**src/sv/socl_pkg.sv**
```systemverilog
// Shared widths and the controller-to-datapath command and status types.
package socl_pkg;

  localparam int unsigned SIDE_W = 11;   // grid side and coordinate width
  localparam int unsigned POS_W  = 24;   // spiral position width
  localparam int unsigned AREA_W = 22;   // product of two sides
  localparam int unsigned CNT_W  = 13;   // cells in one ring
  localparam int unsigned SUM_W  = 14;   // coordinate arithmetic width

  typedef struct packed {
    logic load;         // capture the request fields
    logic calc_total;   // register columns times rows
    logic init_ring;    // set up the outer ring and the offset
    logic peel;         // drop the current ring, step inward
    logic pick_side;    // register which side holds the offset
    logic write_found;  // load the result register with the cell
    logic write_miss;   // load the result register with not found
  } socl_cmd_t;

  typedef struct packed {
    logic miss;         // empty grid or position past the last cell
    logic in_ring;      // offset lies inside the current ring
    logic out_busy;     // result register holds a result not taken now
  } socl_sts_t;

endpackage

```
**src/sv/socl_in_if.sv**
```systemverilog
// Request channel: grid size and spiral position with valid/ready.
interface socl_in_if;
  logic                          valid;
  logic                          ready;
  logic [socl_pkg::SIDE_W-1:0]   grid_columns;
  logic [socl_pkg::SIDE_W-1:0]   grid_rows;
  logic [socl_pkg::POS_W-1:0]    position;

  modport source (output valid, output grid_columns, output grid_rows, output position,
                  input ready);
  modport sink   (input valid, input grid_columns, input grid_rows, input position,
                  output ready);
endinterface

```
**src/sv/socl_out_if.sv**
```systemverilog
// Result channel: found flag and 1-based cell coordinates with valid/ready.
interface socl_out_if;
  logic                          valid;
  logic                          ready;
  logic                          found;
  logic [socl_pkg::SIDE_W-1:0]   column;
  logic [socl_pkg::SIDE_W-1:0]   row;

  modport source (output valid, output found, output column, output row, input ready);
  modport sink   (input valid, input found, input column, input row, output ready);
endinterface

```
**src/sv/socl_ctrl.sv**
```systemverilog
// Sequencer for the spiral locator: accept, size check, ring peeling, result write.
module socl_ctrl (
  input  logic                clk,
  input  logic                rst_n,
  input  logic                in_valid,
  output logic                in_ready,
  input  socl_pkg::socl_sts_t sts,
  output socl_pkg::socl_cmd_t cmd
);

  localparam logic [2:0] ST_IDLE  = 3'd0;
  localparam logic [2:0] ST_MUL   = 3'd1;
  localparam logic [2:0] ST_CHK   = 3'd2;
  localparam logic [2:0] ST_PEEL  = 3'd3;
  localparam logic [2:0] ST_SIDE  = 3'd4;
  localparam logic [2:0] ST_COORD = 3'd5;

  logic [2:0] state_r;
  logic [2:0] state_nxt;

  always_comb begin
    cmd       = '0;
    state_nxt = state_r;
    in_ready  = (state_r == ST_IDLE);
    case (state_r)
      ST_IDLE: begin
        if (in_valid) begin
          cmd.load  = 1'b1;
          state_nxt = ST_MUL;
        end
      end
      ST_MUL: begin
        cmd.calc_total = 1'b1;
        state_nxt      = ST_CHK;
      end
      ST_CHK: begin
        if (sts.miss) begin
          if (!sts.out_busy) begin
            cmd.write_miss = 1'b1;
            state_nxt      = ST_IDLE;
          end
        end else begin
          cmd.init_ring = 1'b1;
          state_nxt     = ST_PEEL;
        end
      end
      ST_PEEL: begin
        if (sts.in_ring) begin
          state_nxt = ST_SIDE;
        end else begin
          cmd.peel = 1'b1;
        end
      end
      ST_SIDE: begin
        cmd.pick_side = 1'b1;
        state_nxt     = ST_COORD;
      end
      ST_COORD: begin
        if (!sts.out_busy) begin
          cmd.write_found = 1'b1;
          state_nxt       = ST_IDLE;
        end
      end
      default: begin
        state_nxt = ST_IDLE;
      end
    endcase
  end

  always_ff @(posedge clk) begin
    if (!rst_n) begin
      state_r <= ST_IDLE;
    end else begin
      state_r <= state_nxt;
    end
  end

  // a result write always returns to idle on the next edge
  a_write_ends: assert property (@(posedge clk) disable iff (!rst_n)
    (cmd.write_found || cmd.write_miss) |=> (state_r == ST_IDLE))
    else $error("result written without returning to idle");

  // while idle nothing but a capture may be issued
  a_idle_quiet: assert property (@(posedge clk) disable iff (!rst_n)
    in_ready |-> !(cmd.peel || cmd.write_found || cmd.write_miss || cmd.pick_side))
    else $error("work command issued while idle");

endmodule

```
**src/sv/socl_dp.sv**
```systemverilog
// Datapath: request registers, ring bounds, offset, side select and result register.
module socl_dp (
  input  logic                              clk,
  input  logic                              rst_n,
  input  socl_pkg::socl_cmd_t               cmd,
  output socl_pkg::socl_sts_t               sts,
  input  logic [socl_pkg::SIDE_W-1:0]       in_grid_columns,
  input  logic [socl_pkg::SIDE_W-1:0]       in_grid_rows,
  input  logic [socl_pkg::POS_W-1:0]        in_position,
  output logic                              out_valid,
  input  logic                              out_ready,
  output logic                              out_found,
  output logic [socl_pkg::SIDE_W-1:0]       out_column,
  output logic [socl_pkg::SIDE_W-1:0]       out_row
);

  localparam int unsigned SW = socl_pkg::SIDE_W;
  localparam int unsigned KW = socl_pkg::AREA_W;
  localparam int unsigned CW = socl_pkg::CNT_W;
  localparam int unsigned XW = socl_pkg::SUM_W;

  localparam logic [1:0] SIDE_LOW_COL  = 2'd0;  // walking up the rows
  localparam logic [1:0] SIDE_HIGH_ROW = 2'd1;  // walking up the columns
  localparam logic [1:0] SIDE_HIGH_COL = 2'd2;  // walking down the rows
  localparam logic [1:0] SIDE_LOW_ROW  = 2'd3;  // walking down the columns

  logic [SW-1:0]                  cols_r, rows_r;
  logic [socl_pkg::POS_W-1:0]     pos_r;
  logic [socl_pkg::AREA_W-1:0]    total_r;
  logic [KW-1:0]                  k_r;
  logic [SW-1:0]                  h_r, w_r, lo_r;
  logic [1:0]                     side_r;
  logic                           out_valid_r, out_found_r;
  logic [SW-1:0]                  out_col_r, out_row_r;

  logic [socl_pkg::POS_W-1:0]     pos_m1;
  logic [SW:0]                    hw_sum;
  logic [CW-1:0]                  ring_cnt;
  logic [CW-1:0]                  t1, t2, t3, kk;
  logic [1:0]                     side_nxt;
  logic [XW-1:0]                  lo_x, h_x, w_x, k_x, col_x, row_x;

  assign pos_m1 = pos_r - socl_pkg::POS_W'(1);
  assign hw_sum = {1'b0, h_r} + {1'b0, w_r};

  // a single row or column ring holds h*w cells, which is h+w-1 there
  assign ring_cnt = (h_r == SW'(1) || w_r == SW'(1)) ?
                    ({1'b0, hw_sum} - CW'(1)) : ({hw_sum, 1'b0} - CW'(4));

  assign sts.miss     = (cols_r == '0) || (rows_r == '0) ||
                        (pos_r > {{(socl_pkg::POS_W-socl_pkg::AREA_W){1'b0}}, total_r});
  assign sts.in_ring  = (k_r < {{(KW-CW){1'b0}}, ring_cnt});
  assign sts.out_busy = out_valid_r && !out_ready;

  // side boundaries inside the final ring; the offset fits CW bits there
  assign kk = k_r[CW-1:0];
  assign t1 = {2'b00, h_r};
  assign t2 = {1'b0, hw_sum} - CW'(1);
  assign t3 = {1'b0, hw_sum} + {2'b00, h_r} - CW'(2);

  always_comb begin
    if (kk < t1) begin
      side_nxt = SIDE_LOW_COL;
    end else if (kk < t2) begin
      side_nxt = SIDE_HIGH_ROW;
    end else if (kk < t3) begin
      side_nxt = SIDE_HIGH_COL;
    end else begin
      side_nxt = SIDE_LOW_ROW;
    end
  end

  // 1-based coordinates straight from bounds and offset
  assign lo_x = XW'(lo_r);
  assign h_x  = XW'(h_r);
  assign w_x  = XW'(w_r);
  assign k_x  = XW'(kk);

  always_comb begin
    case (side_r)
      SIDE_LOW_COL: begin
        col_x = lo_x + XW'(1);
        row_x = lo_x + k_x + XW'(1);
      end
      SIDE_HIGH_ROW: begin
        col_x = lo_x + k_x + XW'(2) - h_x;
        row_x = lo_x + h_x;
      end
      SIDE_HIGH_COL: begin
        col_x = lo_x + w_x;
        row_x = lo_x + (h_x << 1) + w_x - XW'(2) - k_x;
      end
      default: begin
        col_x = lo_x + (w_x << 1) + (h_x << 1) - XW'(3) - k_x;
        row_x = lo_x + XW'(1);
      end
    endcase
  end

  always_ff @(posedge clk) begin
    if (cmd.load) begin
      cols_r <= in_grid_columns;
      rows_r <= in_grid_rows;
      pos_r  <= in_position;
    end
    if (cmd.calc_total) begin
      total_r <= {{SW{1'b0}}, cols_r} * {{SW{1'b0}}, rows_r};
    end
    if (cmd.init_ring) begin
      k_r  <= (pos_r == '0) ? '0 : pos_m1[KW-1:0];
      h_r  <= rows_r;
      w_r  <= cols_r;
      lo_r <= '0;
    end else if (cmd.peel) begin
      k_r  <= k_r - {{(KW-CW){1'b0}}, ring_cnt};
      h_r  <= h_r - SW'(2);
      w_r  <= w_r - SW'(2);
      lo_r <= lo_r + SW'(1);
    end
    if (cmd.pick_side) begin
      side_r <= side_nxt;
    end
    if (cmd.write_found) begin
      out_found_r <= 1'b1;
      out_col_r   <= col_x[SW-1:0];
      out_row_r   <= row_x[SW-1:0];
    end else if (cmd.write_miss) begin
      out_found_r <= 1'b0;
      out_col_r   <= '0;
      out_row_r   <= '0;
    end
  end

  always_ff @(posedge clk) begin
    if (!rst_n) begin
      out_valid_r <= 1'b0;
    end else if (cmd.write_found || cmd.write_miss) begin
      out_valid_r <= 1'b1;
    end else if (out_ready) begin
      out_valid_r <= 1'b0;
    end
  end

  assign out_valid  = out_valid_r;
  assign out_found  = out_found_r;
  assign out_column = out_col_r;
  assign out_row    = out_row_r;

  // a result is never written over one that is still waiting
  a_no_overwrite: assert property (@(posedge clk) disable iff (!rst_n)
    (cmd.write_found || cmd.write_miss) |-> !sts.out_busy)
    else $error("result register overwritten");

  // a ring is only peeled while an inner ring remains
  a_peel_bounds: assert property (@(posedge clk) disable iff (!rst_n)
    cmd.peel |-> (h_r > SW'(2) && w_r > SW'(2)))
    else $error("peeled past the innermost ring");

  // found cells have nonzero coordinates, misses have zero ones
  a_coord_code: assert property (@(posedge clk) disable iff (!rst_n)
    out_valid_r |-> (out_found_r ? (out_col_r != '0 && out_row_r != '0)
                                 : (out_col_r == '0 && out_row_r == '0)))
    else $error("coordinates disagree with found flag");

endmodule

```
**src/sv/spiral_order_cell_locator_top.sv**
```systemverilog
// Top level of the spiral-order cell locator: sequencer plus datapath.
//
// Usage: each request on in_chan carries grid_columns, grid_rows and a
// 1-based position. One result leaves on out_chan per request: found, and
// the 1-based column and row of the cell reached at that position of a
// spiral walk that starts at column 1, row 1 and first runs down column 1.
// A position past rows*columns, or an empty grid, gives found 0 with zero
// coordinates; position zero is taken as position one.
// in_chan.ready is high only while the block is idle, so one request is
// worked at a time. After acceptance the sizes are multiplied and checked;
// a miss is then written to the result register. Otherwise R whole rings
// are peeled before the position's ring (R at most (min(rows, columns) - 1)/2,
// 511 for 1024 sides), one ring per cycle through a single 22-bit subtract
// and compare; then the side is picked and the cell is written.
// in_chan.ready rises again in the cycle after the result write.
// The result register parts the two channels: the next request is taken
// while a result waits, and a stalled receiver only holds the block once
// the following result is ready to be written.
// Reset (rst_n low, synchronous) idles the sequencer and empties the result register.
module spiral_order_cell_locator_top (
  input  logic      clk,
  input  logic      rst_n,
  socl_in_if.sink   in_chan,
  socl_out_if.source out_chan
);

  socl_pkg::socl_cmd_t cmd;
  socl_pkg::socl_sts_t sts;
  logic                in_ready;

  // sequencer: owns the request handshake and steps the datapath
  socl_ctrl u_ctrl (
    .clk      (clk),
    .rst_n    (rst_n),
    .in_valid (in_chan.valid),
    .in_ready (in_ready),
    .sts      (sts),
    .cmd      (cmd)
  );

  assign in_chan.ready = in_ready;

  // datapath: ring bounds, offset and the result register
  socl_dp u_dp (
    .clk             (clk),
    .rst_n           (rst_n),
    .cmd             (cmd),
    .sts             (sts),
    .in_grid_columns (in_chan.grid_columns),
    .in_grid_rows    (in_chan.grid_rows),
    .in_position     (in_chan.position),
    .out_valid       (out_chan.valid),
    .out_ready       (out_chan.ready),
    .out_found       (out_chan.found),
    .out_column      (out_chan.column),
    .out_row         (out_chan.row)
  );

endmodule

```
**src/flat_wrapper.sv**
```systemverilog
// flat-port wrapper written by rule: the top's interface ports become plain ports
module spiral_order_cell_locator_top_flat 
  (clk, rst_n, in_chan_valid, in_chan_grid_columns, in_chan_grid_rows, in_chan_position, in_chan_ready, out_chan_valid, out_chan_found, out_chan_column, out_chan_row, out_chan_ready);
  socl_in_if in_chan_i ();
  socl_out_if out_chan_i ();
  input  logic clk;
  input  logic rst_n;
  input wire logic [$bits(in_chan_i.valid)-1:0] in_chan_valid;
  input wire logic [$bits(in_chan_i.grid_columns)-1:0] in_chan_grid_columns;
  input wire logic [$bits(in_chan_i.grid_rows)-1:0] in_chan_grid_rows;
  input wire logic [$bits(in_chan_i.position)-1:0] in_chan_position;
  output wire logic [$bits(in_chan_i.ready)-1:0] in_chan_ready;
  output wire logic [$bits(out_chan_i.valid)-1:0] out_chan_valid;
  output wire logic [$bits(out_chan_i.found)-1:0] out_chan_found;
  output wire logic [$bits(out_chan_i.column)-1:0] out_chan_column;
  output wire logic [$bits(out_chan_i.row)-1:0] out_chan_row;
  input wire logic [$bits(out_chan_i.ready)-1:0] out_chan_ready;
  assign in_chan_i.valid = in_chan_valid;
  assign in_chan_i.grid_columns = in_chan_grid_columns;
  assign in_chan_i.grid_rows = in_chan_grid_rows;
  assign in_chan_i.position = in_chan_position;
  assign in_chan_ready = in_chan_i.ready;
  assign out_chan_valid = out_chan_i.valid;
  assign out_chan_found = out_chan_i.found;
  assign out_chan_column = out_chan_i.column;
  assign out_chan_row = out_chan_i.row;
  assign out_chan_i.ready = out_chan_ready;
  spiral_order_cell_locator_top u_core (.clk(clk), .rst_n(rst_n), .in_chan(in_chan_i), .out_chan(out_chan_i));
endmodule
```
**config.mk**
```make
export PLATFORM = sky130hd
export DESIGN_NAME = spiral_order_cell_locator_top_flat
export DESIGN_NICKNAME = d
export VERILOG_FILES = /design/src/sv/socl_pkg.sv /design/src/sv/socl_in_if.sv /design/src/sv/socl_out_if.sv /design/src/sv/socl_ctrl.sv /design/src/sv/socl_dp.sv /design/src/sv/spiral_order_cell_locator_top.sv /design/src/flat_wrapper.sv
export SDC_FILE = /design/constraint.sdc
export NUM_CORES = 1
export LEC_CHECK = 0
export BUFFER_PORTS_ARGS = -buffer_cell sky130_fd_sc_hd__buf_2
export CAP_MARGIN = 10
export CORE_ASPECT_RATIO = 1.5
export CORE_UTILIZATION = 35
export CTS_CLUSTER_DIAMETER = 30
export DETAILED_ROUTE_END_ITERATION = 10
export GPL_TIMING_DRIVEN = 0
export PLACE_DENSITY = 0.61
export SYNTH_ARGS = -nofsm -noshare
export SYNTH_HDL_FRONTEND = slang
export SYNTH_SLANG_ARGS = --single-unit
export TNS_END_PERCENT = 20
```
**constraint.sdc**
```tcl
create_clock -name clk -period 6.8 [get_ports clk]
set_clock_uncertainty 0.15 [all_clocks]
set_input_delay 0 -clock clk [delete_from_list [all_inputs] [get_ports clk]]
set_output_delay 0 -clock clk [all_outputs]
set_load 0.02 [all_outputs]
```
Word-level counts from Yosys, hierarchy flattened
Index checks and enable logic that the tools add are counted.

Add/subtract/negate cells: 25. Multipliers: 1. Magnitude comparators: 5. Eq/ne operators: 11. Muxes and demuxes: 34. Reductions and logical operators: 16.

Operators by type and width (number): 11-bit adder (7); 11-bit two-way mux (7); 22-bit two-way mux (3); 11-bit one-hot mux with 3 select lines (2); 11-bit by 2-bit subtractor with 11-bit output, second input constant (4); 11-bit by 1-bit adder with 11-bit output, second input constant (3); 11-bit subtractor (3); 13-bit less-than comparator (2); 24-bit by 22-bit > comparator with 1-bit output (1); 24-bit zero test (1); 11-bit by 1-bit == test with 1-bit output, second input constant (2); 11-bit zero test (2); 22-bit by 13-bit less-than comparator with 1-bit output (1); 11-bit by 11-bit multiplier with 22-bit output (1); 22-bit by 1-bit subtractor with 22-bit output, second input constant (1); 22-bit by 13-bit subtractor with 22-bit output (1); 3-bit one-hot mux with 6 select lines (1); 1-bit two-way mux (16); 12-bit by 11-bit adder with 13-bit output (1); 13-bit by 11-bit less-than comparator with 1-bit output (1); 13-bit two-way mux (1); 12-bit by 1-bit subtractor with 13-bit output, second input constant (1); 13-bit by 2-bit subtractor with 13-bit output, second input constant (1); 13-bit by 3-bit subtractor with 13-bit output, second input constant (1); other kinds (18) (28).

Bits in registers: 152. Input port bits: 50.

Logic depth before layout (Yosys ltp)
Depth after elaboration: 8. Mapped depth: 21.

By module
From an unflattened synthesis, not the netlist that was laid out.

Cells, all modules: 1874. Area total of the unflattened synthesis: 17981.0 um2.

By module, submodules not included: socl_dp (instances 1, cells each 1843, area each 17733.3 um2); socl_ctrl (instances 1, cells each 31, area each 247.7 um2).

Least setup slack after synthesis
No wires, ideal clock.

Path kind: register to register. Start point: register u_core.u_dp.cols_r[3]. End point: register u_core.u_dp.total_r[18] (netlist bit) (data pin). Setup time: 0.258 ns. Arrival time: 5.199 ns. Path slack: 1.193 ns. Cell stages (with the launch flop): 21. Buffers on the path: 1. Clock period less this slack: 5.607 ns. Cell sequence: edfxtp_1 > clkbuf_1 > and2_1 > fa_1 > inv_1 > fa_1 > inv_1 > fa_1 > inv_1 > fa_1 > inv_1 > fa_1 > ha_1 > o21ai_0 > nor4_1 > a211oi_1 > a2111oi_0 > o21a_1 > o21ai_0 > nor2b_1 > xnor2_1.

Word-level cells in the longest chain between the ends: 1.

Ends and longest elaborated chain: from (decl) (line socl_dp.sv:27) `logic [SW-1:0] cols_r, rows_r;`; from (signal assigned) (line socl_dp.sv:102) `cols_r <= in_grid_columns;`; 11-bit by 11-bit multiplier with 22-bit output (line socl_dp.sv:107) `total_r <= {{SW{1'b0}}, cols_r} * {{SW{1'b0}}, rows_r};`; to (signal assigned) (line socl_dp.sv:107); to (decl) (line socl_dp.sv:29) `logic [socl_pkg::AREA_W-1:0] total_r;`.

No other way between the ends. A chain may end at the register's enable or synchronous reset.

Final worst setup path
Start point: register u_core.u_dp.cols_r[3]. End point: register u_core.u_dp.total_r[20] (netlist bit) (data pin).

Same word-level chain as after synthesis.

==> impl_metrics.tcl <==
set metrics [dict create \
    status "finished clean" \
    hold_viol_final 0 \
    core-area_um2 50900 \
    synth-main-ff-cell "edfxtp_1" \
    seqCellArea_um2 4400 \
    io_pins 75 \
    netlist_area_um2 18200 \
    grt_overflow 0 \
    drc 0 \
    hp-start "in_chan_grid_columns[8]" \
    end_kind "register" \
    maxCapViolations 0 \
    slowest_delay_ns 0.55 \
    timing.rr.start "u_core.u_dp.cols_r[3]" \
    synth_edf_count 136 \
    whs_ns 0.0714 \
    power.leakage_nw 8.82 \
    place_ws_ns -0.420 \
    finalSetupViolations 0 \
    min_path_type "in2reg" \
    crit_required_ns 6.92 \
    cts.sinks 152 \
    rows 101 \
    synth_fp_nets 2363 \
    clk_latency_ns 0.48 \
    crit_top_cell "fa_1" \
    met2_wirelength_um 29400 \
    met3_wirelength_um 2080 \
    worst_pin_slew_ns 1.12 \
    place.gp.congestion 0.948 \
    nets 2510 \
    power_mw 7.01 \
    clk_pin_slew_ns 0.08 \
    cts.htree.levels 4 \
    start_util_pct 35.7 \
    relSlewSlack_pct 24.1 \
    ys_seq_area_share_pct 24.3 \
    p_clk_share_pct 14.9 \
    rsz0062_at_grt "yes" \
    syn_to_final_growth_pct 13.4 \
    ys_seq_elements 152 \
    multi_input_area_um2 12700 \
    post-route-period-util_pct 96.1 \
    yosysTopAreaCellShare_pct 22.5 \
    critPathArrivalTime_ns 6.65 \
    wirelength_um 54900 \
    critical_path.cell_chain "clkbuf_1 -> and2_1 -> fa_1 -> inv_1 -> fa_1 -> inv_1 -> fa_1 -> inv_1 -> fa_1 -> inv_1 -> fa_1 -> ha_1 -> o21ai_0 -> nor4_1 -> a211oi_1 -> a2111oi_0 -> o21a_1 -> o21ai_0 -> a21oi_1 -> xor2_1" \
    peakVddDrop_v 0.000392 \
    drtIter0Drc 839 \
    drtPass1Iterations 5 \
    startpoint_type "register" \
    wire_per_inst_um 19.8 \
    grt_first_pass_wirelength_um 85200 \
    antenna_found_initial 1 \
    routed-via-count 15000 \
    timing.final.ws_setup_ns 0.268 \
    critPathKind "reg2reg" \
    crit_path_start "u_core.u_dp.cols_r[3]" \
    synthArstFlopShare_pct 0 \
    cp_slowest_cell "fa_1" \
    fin_crit_ns 6.53 \
    vias_per_cell 5.40 \
    grt_util_all_layers_pct 21.3 \
    synth.distinct_cells 74 \
    cts_root_buf "clkbuf_16" \
    p_int_mw 3.79 \
    slew_viol_final 0 \
    dp_hpwl_um 44800 \
    yosys_warnings 0 \
    crit_fanout 10 \
    cts_buffer_depth 2 \
    cts_buffers 17 \
    synth_area_leaders "edfxtp_1 22%, ha_1 17%, fa_1 14%, xnor2_1 5.3%, inv_1 4.6%" \
    switching_share_pct 45.9 \
    setup_tns_ns 0 \
    p_sw_mw 3.22 \
    die-area_um2 52800 \
    grt_pass1_vias 15400 \
    die_y_um 281 \
    drt-met1-wl_um 19700 \
    grt_max_degree 44 \
    routed.top_layer "met4" \
    syn_avg_cell_area_um2 9.34 \
    fill_cells 5081 \
    postRouteAntennaNets 0 \
    fmaxAchievable_mhz 153 \
    power_density_nw_per_um2 341 \
    syn_inst 1943 \
    port_buffers 74 \
    yosysTopAreaCell "edfxtp_1" \
    drive_gt1_share_pct 7.56 \
    p_seq_share_pct 20.4 \
    fin_util_pct 40.4 \
    die_x_um 188 \
    power_frac_comb_pct 64.6 \
    cts_tree "done" \
]
-- sequential cells by signal, summed over array words and instances, names as in the netlist --
name                    flops
u_core.u_ctrl.state_r       3
u_core.u_dp.cols_r         11
u_core.u_dp.out_column     11
u_core.u_dp.lo_r           11
u_core.u_dp.pos_r          24
u_core.u_dp.h_r            11
u_core.u_dp.out_row        11
u_core.u_dp.side_r          2
u_core.u_dp.total_r        22
u_core.u_dp.k_r            22
u_core.u_dp.out_found       1
u_core.u_dp.out_valid       1
u_core.u_dp.rows_r         11
u_core.u_dp.w_r            11
-- cells in the mapped netlist (4+ instances only) --
master / count
a2111oi_0: 6
a211o_1: 6
a211oi_1: 31
a21boi_0: 9
a21o_1: 27
a21oi_1: 76
a22oi_1: 4
a31oi_1: 6
and2_1: 62
and3_1: 15
buf_1: 7
buf_2: 4
clkbuf_1: 43
dfxtp_1: 16
edfxtp_1: 136
fa_1: 124
ha_1: 246
inv_1: 221
mux2_2: 4
mux2i_1: 5
mux4_2: 9
nand2_1: 182
nand2b_1: 17
nand3_1: 55
nand3b_1: 8
nand4_1: 9
nor2_1: 103
nor2b_1: 22
nor3_1: 61
nor4_1: 19
o2111ai_1: 6
o211ai_1: 11
o21a_1: 17
o21ai_0: 89
o21bai_1: 5
o31a_1: 4
o31ai_1: 5
o41ai_1: 5
or2_2: 11
or3_1: 20
or4_1: 6
xnor2_1: 110
xor2_1: 71
-- worst paths after layout --
check	to	slack, ns	cells past startpoint
hold / removal	u_core.u_dp.cols_r[8]	0.07	2
hold reg to reg	u_core.u_dp.out_found	0.33	2
setup reg to reg	u_core.u_dp.total_r[20]	0.27	20
setup / recovery	u_core.u_dp.total_r[20]	0.27	20
-- worst max-delay path, delay by kind of cell (launching register included) --
kind	cells	cell delay [ns]
adders and majority gates	6	2.95
xor gates and xnor gates	1	0.28
buffers and inverters	5	0.57
DFF	1	0.45
and+or+nand+nor	2	0.60
AOI/OAI and AO/OA	6	1.30
-- logic make-up (layout without fill, tap and decap cells) --
kind of cell    after synthesis  count (layout)  synth area share, %
compound gates              341             341                 12.5
xor+xnor                    181             181                 8.73
buf+inv                     276             436                 5.77
simple gates                605             605                 16.5
flops                       152             152                 24.3
mux                          18              18                 1.64
fa+ha+maj                   370             370                 30.6
other cells                   0               1                    0
-- metrics by stage --
| stage | area, um2 | instances |
|---|---|---|
| after global routing | 20600 | 2772 |
| after floorplan | 18200 | 1943 |
| final | 20600 | 2773 |
| after detailed placement | 19400 | 2689 |
| after global placement | 19400 | 2686 |
| after CTS | 20600 | 2772 |
-- per-layer routing --
layer / up-vias / GRT usage (%)
met5: - / 0
met3: 158 / 2.71
met2: 412 / 40.4
met1: 7312 / 21.3
li1: 7081 / -
met4: 0 / 14.6
-- power by group through the flow --
stage	Clock [mW]	Sequential [mW]	Combinational [mW]
2_1_floorplan	0	1.40	3.27
3_3_place_gp	0	1.46	4.41
3_5_place_dp	0	1.45	4.51
4_1_cts	1.07	1.43	4.57
5_1_grt	1.09	1.45	5.09
6_report	1.05	1.43	4.53
-- layout make-up --
class,count,area share [%]
multi-input cells,1515,61.9
flip-flops and latches,152,21.4
repair buffers,128,4.56
well taps,669,4.07
inverters,221,4.03
clock buffers,18,2.09
plain buffers,55,1.07
clock inverters,14,0.906
diodes,1,0.0122
-- placed cells by master, fill, tap and decap left out, drive strengths merged, types with 6 or more instances in the layout --
master	Yosys	routed
a21boi	9	9
nand2b	17	17
and3	15	15
nor2	103	103
or3	22	22
edfxtp	136	136
nand3	55	55
nand2	182	182
nand3b	8	8
nand4	9	9
fa	124	124
dlygate4sd3	0	51
xor2	71	71
a21oi	76	76
inv	221	228
o41ai	6	6
a211o	6	6
clkbuf	43	61
a211oi	32	32
a2111oi	7	7
a31oi	6	6
or4	8	8
o211ai	11	11
nor2b	22	22
a21o	27	27
and2	62	62
ha	246	246
xnor2	110	110
o21a	17	17
o21ai	92	92
dfxtp	16	16
mux4	9	9
o2111ai	6	6
nor3	61	61
or2	11	11
nor4	20	20
buf	12	89
-- what timing repair did --
item	4_1_cts	5_1_grt
hold endpoints to repair	50	0
endpoints found under the setup margin	52	53
resized for setup	2	5
setup buffers	0	0
hold buffers	51	0
Note: power is estimated with default switching activity, not from simulation.
